$ cat src/hw/rtl/ffe_pkg.sv
// shared types and constants of the flow feature extractor
package ffe_pkg;

  localparam int FLOW_ENTRIES  = 1024;
  localparam int IDX_W         = $clog2(FLOW_ENTRIES);
  localparam int CNT_W         = IDX_W + 1;
  localparam int FRACTION_BITS = 16;

  // in tdata: protocol, src_addr, dst_addr, src_port, dst_port, total_length, now_ns
  localparam int IN_W  = 168;
  // out tdata: packet_total .. dev_direction, padded to whole bytes
  localparam int OUT_W = 440;

  localparam logic [7:0] PROTO_TCP = 8'd6;
  localparam logic [7:0] PROTO_UDP = 8'd17;

  localparam logic [1:0] ST_IGNORED = 2'd0;
  localparam logic [1:0] ST_TRACKED = 2'd1;
  localparam logic [1:0] ST_FULL    = 2'd2;

  // flow entry record held in the table memory
  localparam int REC_W = 64 + 40 + 32 + 48 + 6 * 64;

  typedef enum logic [3:0] {
    S_IDLE, S_SCAN, S_SCAN_WAIT, S_DECIDE, S_READ, S_READ_WAIT, S_UPDATE,
    S_DIV1, S_DIV1_WAIT, S_DEV, S_DIV2, S_DIV2_WAIT, S_WRITE, S_OUT
  } ffe_state_t;

  // controller to datapath
  typedef struct packed {
    logic load;        // capture input item
    logic scan_rd;     // read entry at scan index
    logic scan_chk;    // compare entry read last
    logic scan_clr;    // reset scan results
    logic rd_hit;      // read chosen entry
    logic update;      // count, interval, sums
    logic div1_start;  // divide the three sums
    logic dev;         // deviation sums
    logic div2_start;  // divide the three deviation sums
    logic wr;          // write entry back
    logic claim;       // mark chosen entry used
    logic res_ignore;  // result: ignored
    logic res_full;    // result: table full
  } ffe_cmd_t;

  // datapath to controller
  typedef struct packed {
    logic track;       // packet is tracked
    logic scan_last;   // scan index past last entry
    logic hit;         // key matched
    logic free;        // free entry seen
    logic div_done;    // divider finished
  } ffe_sts_t;

endpackage

$ cat src/hw/rtl/ffe_ctrl.sv
// controller state machine
module ffe_ctrl (
  input  logic              clk,
  input  logic              rst,
  input  logic              in_fire,
  input  logic              out_fire,
  output logic              in_ready,
  output logic              out_valid,
  output ffe_pkg::ffe_cmd_t cmd,
  input  ffe_pkg::ffe_sts_t sts
);
  import ffe_pkg::*;

  ffe_state_t state, state_next;

  // state register
  always_ff @(posedge clk) begin
    if (rst) begin
      state <= S_IDLE;
    end else begin
      state <= state_next;
    end
  end

  // next state and commands
  always_comb begin
    state_next = state;
    cmd        = '0;
    in_ready   = 1'b0;
    out_valid  = 1'b0;
    case (state)
      S_IDLE: begin
        in_ready = 1'b1;
        if (in_fire) begin
          cmd.load   = 1'b1;
          state_next = S_SCAN;
        end
      end
      S_SCAN: begin
        if (!sts.track) begin
          cmd.res_ignore = 1'b1;
          state_next     = S_OUT;
        end else begin
          cmd.scan_clr = 1'b1;
          state_next   = S_SCAN_WAIT;
        end
      end
      S_SCAN_WAIT: begin
        cmd.scan_rd = !sts.scan_last;
        if (sts.scan_last) begin
          state_next = S_DECIDE;
        end
      end
      S_DECIDE: begin
        if (!sts.hit && !sts.free) begin
          cmd.res_full = 1'b1;
          state_next   = S_OUT;
        end else begin
          state_next = S_READ;
        end
      end
      S_READ: begin
        cmd.rd_hit = 1'b1;
        state_next = S_READ_WAIT;
      end
      S_READ_WAIT: state_next = S_UPDATE;
      S_UPDATE: begin
        cmd.update = 1'b1;
        state_next = S_DIV1;
      end
      S_DIV1: begin
        cmd.div1_start = 1'b1;
        state_next     = S_DIV1_WAIT;
      end
      S_DIV1_WAIT: if (sts.div_done) state_next = S_DEV;
      S_DEV: begin
        cmd.dev    = 1'b1;
        state_next = S_DIV2;
      end
      S_DIV2: begin
        cmd.div2_start = 1'b1;
        state_next     = S_DIV2_WAIT;
      end
      S_DIV2_WAIT: if (sts.div_done) state_next = S_WRITE;
      S_WRITE: begin
        cmd.wr     = 1'b1;
        cmd.claim  = 1'b1;
        state_next = S_OUT;
      end
      S_OUT: begin
        out_valid = 1'b1;
        if (out_fire) state_next = S_IDLE;
      end
      default: state_next = S_IDLE;
    endcase
  end
endmodule

$ cat config.mk
export PLATFORM = sky130hd
export DESIGN_NAME = ffe_ctrl
export DESIGN_NICKNAME = d
export VERILOG_FILES = /design/src/hw/rtl/ffe_pkg.sv /design/src/hw/rtl/ffe_ctrl.sv
export SDC_FILE = /design/constraint.sdc
export NUM_CORES = 1
export LEC_CHECK = 0
export BUFFER_PORTS_ARGS = -buffer_cell sky130_fd_sc_hd__buf_2
export CORE_AREA = 2 2 39 41
export CTS_CLUSTER_DIAMETER = 80
export CTS_CLUSTER_SIZE = 10
export DETAILED_ROUTE_END_ITERATION = 12
export DIE_AREA = 0 0 41 43
export GPL_TIMING_DRIVEN = 0
export PLACE_DENSITY_LB_ADDON = 0.25
export SETUP_SLACK_MARGIN = 0.3
export SYNTH_ARGS = -nofsm -noshare
export SYNTH_HDL_FRONTEND = slang
export SYNTH_SLANG_ARGS = --single-unit
$ cat constraint.sdc
create_clock -name clk -period 1.5 [get_ports clk]
set_input_delay 0.075 -clock clk [delete_from_list [all_inputs] [get_ports clk]]
set_output_delay 0.075 -clock clk [all_outputs]
set_load 0.02 [all_outputs]
==> Word level (Yosys, flattened, before mapping) <==
Cells that the tools add are included.
{ "classes": {"reduce_logical": 6, "n_mux": 25, "n_eq_ne": 18} }
{ "ops": {"columns": ["operator", "count"], "rows": [
  ["$pmux 4 s14", 1],
  ["$mux 4", 7],
  ["$eq 4x4->1 const B", 6],
  ["$eq 4x3->1 const B", 4],
  ["$mux 1", 16],
  ["$ne 2x2->1 const B", 5],
  ["$eq 4x2->1 const B", 2],
  ["$reduce_and 5->1", 1],
  ["$eq 4x1->1 const B", 1],
  ["$logic_not 4->1", 1],
  ["$logic_not 1->1", 3],
  ["$mux 2", 1],
  ["$logic_and 1x1->1", 1]
]} }
{ "totals": {"reg_bits": 4, "in_bits": 9, "elab_cells": 50, "output_inout_bits": 15} }

==> Depth between registers and ports, before layout <==
{ "depth": {"ltp_word": 4, "ltp_mapped": 5, "depth_no_buf": 4} }

==> Worst setup path before layout <==
Ideal clock, no wire load.
{ "synth_path": {"path_kind": "register to output", "start": "register state[3]", "end": "output port cmd[12] (netlist bit)", "path_stages_with_launch": 5, "required_time_ns": 1.425, "n_path_buf": 1, "arrival_time_ns": 1.501, "slack_ns": -0.076, "cell_sequence": "dfxtp_1 or2_1 buf_2 nor3_1 and2_1"} }
{ "synth_lines": {"columns": ["element", "line_no", "rtl"], "rows": [
  ["from (decl)", "ffe_ctrl.sv:14", "ffe_state_t state, state_next;"],
  ["from (signal assigned)", "ffe_ctrl.sv:21", "state <= state_next;"],
  ["to (decl)", "ffe_ctrl.sv:9", "output ffe_pkg::ffe_cmd_t cmd,"]
]} }

==> impl_metrics.toml <==
[run_status]
status = "completed"

[synthesis]
synth_compound_area_share_pct = 22.3
synth.area.mux_share_pct = 6.30
synth_warnings = 0
synthesis.nets = 80
synth_area_leaders = "dfxtp_1 17%, nor3_1 8.4%, mux2i_1 6.3%"
synth_top_family_by_area = "simple AND/OR/NAND/NOR gates"
seq_area_frac_synth_pct = 16.8
synth_xor_area_share_pct = 0
synth_cell_types = 30
synth_top_area_share_pct = 16.8
synth_seq_cells = 4
yosys.area_share.adder_pct = 0
syn-cell-area_um2 = 477
synth-simple-area-share_pct = 40.7
yosysTopAreaCell = "dfxtp_1"
netlist_instances = 71
synth.avg_cell_area_um2 = 6.71

[global_route]
grt_antenna_before_repair = 0
grt_pass1_wl_mm = 2.29
gr-total-overflow = 0
grtUsageTotal_pct = 18.4
grt_pass1_vias = 535
grt_max_degree = 11

[final_layout]
layout.area.seq_um2 = 85.1
area_growth_syn_to_layout_pct = 95.8
antenna_cells = 0
largest_reg_flops = 4
drive_above_1_share_pct = 64.8
largest_register = "state"
top_regs = "state: 4 flops"
multiInputGateArea_um2 = 438
final_core_util_pct = 67.5
nets = 116
nFillCells = 117

[timing]
tns_ns = 0
finalCritPeriodShare_pct = 93.4
hold_violations = 0
setup_viol = 0
skew_ns = 0.000152
rsz0062_at_grt = "true"
fin_crit_ns = 1.40
max_freq_mhz = 714
drv_slew = 0

[die]
rows = 14
ioPinCount = 24
fp.dieW_um = 41
core_area_um2 = 1380
dieArea_um2 = 1760
initial_core_util_pct = 34.4
chipHeight_um = 43

[clocking]
cts_sinks = 4
numCtsBuffers = 3
cts_buffer_depth = 2
cts_tree = "yes"
worstSkewPairLatency_ns = 0.23
hold_buffers = 0
clk_pin_slew_worst_paths_ns = 0.04
htreeDepth = 1
clock-root-buffer = "clkbuf_4"

[power_and_ir_drop]
pwr-share-clk_pct = 8.7
cellPowerDensity_nw_per_um2 = 1590
power_leakage_nw = 0.407
internal_power_uw = 840
p_switching_uw = 646
seqPwrFrac_pct = 12.0
p_comb_share_pct = 79.2
ir_worst_vdd_uv = 604
switching_share_pct = 43.5

[placed_design]
hpwl_um = 917
place_congestion = 0.825
io_buffers = 22

[setup_path]
worstPathRequired_ns = 1.42
critical_path_class = "register to output pin"
arrival_ns = 1.33
worstSetupEndpointType = "output pin"
slowest_stage = "dfxtp_2"
critPathMaxStageDelay_ns = 0.34
critPathLaunchType = "register"
path_cells = "buf_6, buf_8, nand2_4, nor4_4, buf_4"
cp_max_fo = 6

[detailed_routing]
via_per_inst = 5.34
vias = 646
wl_per_cell_um = 12.4
dr.pass1.iters = 4
drc = 0
ant_nets = 0
drt-total-wl_mm = 1.51
drt-initial-drc-count = 12

[min_path]
hold_class = "input pin to register"

[job]
cap_violations = 0
[final timing paths]
check | cells after the start | startpoint | to | slack (ns)
worst max-delay path | 5 | state[1] | cmd[0] | 0.1
worst max register to register | 6 | state[1] | state[1] | 0.20
worst min-delay path | 2 | rst | state[0] | 0.08
worst min register to register | 3 | state[3] | state[3] | 0.64
[cells by family after synthesis]
group | after synthesis
compound gates | 16
buf+inv | 11
simple gates | 36
other cells | 1
flops | 4
mux | 3
[layer usage]
layer | track usage [%] | wire length (um)
met1 | 25.1 | 649
met2 | 28.1 | 770
met3 | 5.76 | 84
met4 | 2.67 | 0
met5 | 0 | 0
[what timing repair did]
item | CTS | global route
pin swaps | 3 | 6
cloned | 0 | 0
resized for setup | 38 | 13
buffers inserted | 7 | 2
setup endpoints to repair | 17 | 18
[through the flow]
stage | power, mW | hold WS, ns | std cells | setup WS, ns | area, um^2
2_1_floorplan | 0.795 | 0.144 | 71 | 0.223 | 537
3_3_place_gp | 0.957 | 0.327 | 109 | 0.196 | 667
3_5_place_dp | 0.956 | 0.326 | 109 | 0.186 | 667
4_1_cts | 1.41 | 0.0741 | 119 | 0.0982 | 876
5_1_grt | 1.60 | 0.0815 | 121 | 0.0376 | 933
6_report | 1.49 | 0.0795 | 121 | 0.0997 | 933
[power by group through the flow]
stage | combinational (mW) | clock (mW) | sequential, mW
2_1_floorplan | 0.629 | 0 | 0.165
3_3_place_gp | 0.786 | 0 | 0.172
3_5_place_dp | 0.784 | 0 | 0.172
4_1_cts | 1.10 | 0.138 | 0.176
5_1_grt | 1.26 | 0.151 | 0.183
6_report | 1.18 | 0.130 | 0.179
[cells in the final DEF, fill, tap and decap left out, drive strengths merged]
cell	count
o21ai	5
a2bb2oi	1
inv	2
or2	1
nor2	7
clkbuf	4
nand4	1
and2	1
nor4	1
or3b	1
mux2i	3
o21bai	1
a2111o	1
nand2	6
nand3	1
dfxtp	4
nor3	8
nand2b	4
nor2b	2
o211ai	3
a21oi	5
buf	39
and3b	1
conb	1
nor3b	2
[critical path: cells and delay by family, from the launching register on]
family / cells / cell delay [ns]
flops: 1 / 0.34
simple gates: 2 / 0.31
buf+inv: 3 / 0.43
[Yosys cell counts, drive strengths merged]
| cell | number |
|---|---|
| buf | 8 |
| nor3 | 8 |
| nor2 | 7 |
| nand2 | 6 |
| a21oi | 5 |
| o21ai | 5 |
| dfxtp | 4 |
| nand2b | 4 |
| mux2i | 3 |
| o211ai | 3 |
| inv | 2 |
| nor2b | 2 |
| nor3b | 2 |
| a2111o | 1 |
| a2bb2oi | 1 |
| and2 | 1 |
| and3b | 1 |
| clkbuf | 1 |
| conb | 1 |
| nand3 | 1 |
| nand4 | 1 |
| nor4 | 1 |
| o21bai | 1 |
| or2 | 1 |
| or3b | 1 |
[area by class of cell]
cell class              instances  share of cell area, %
clock buffers                   3                   2.41
inverters                       2                  0.804
repair buffers                 31                   26.3
plain buffers                   9                   12.3
well taps                      16                   2.14
multi-input cells              56                   46.9
flip-flops and latches          4                   9.12
(Power assumes the default switching activity.)
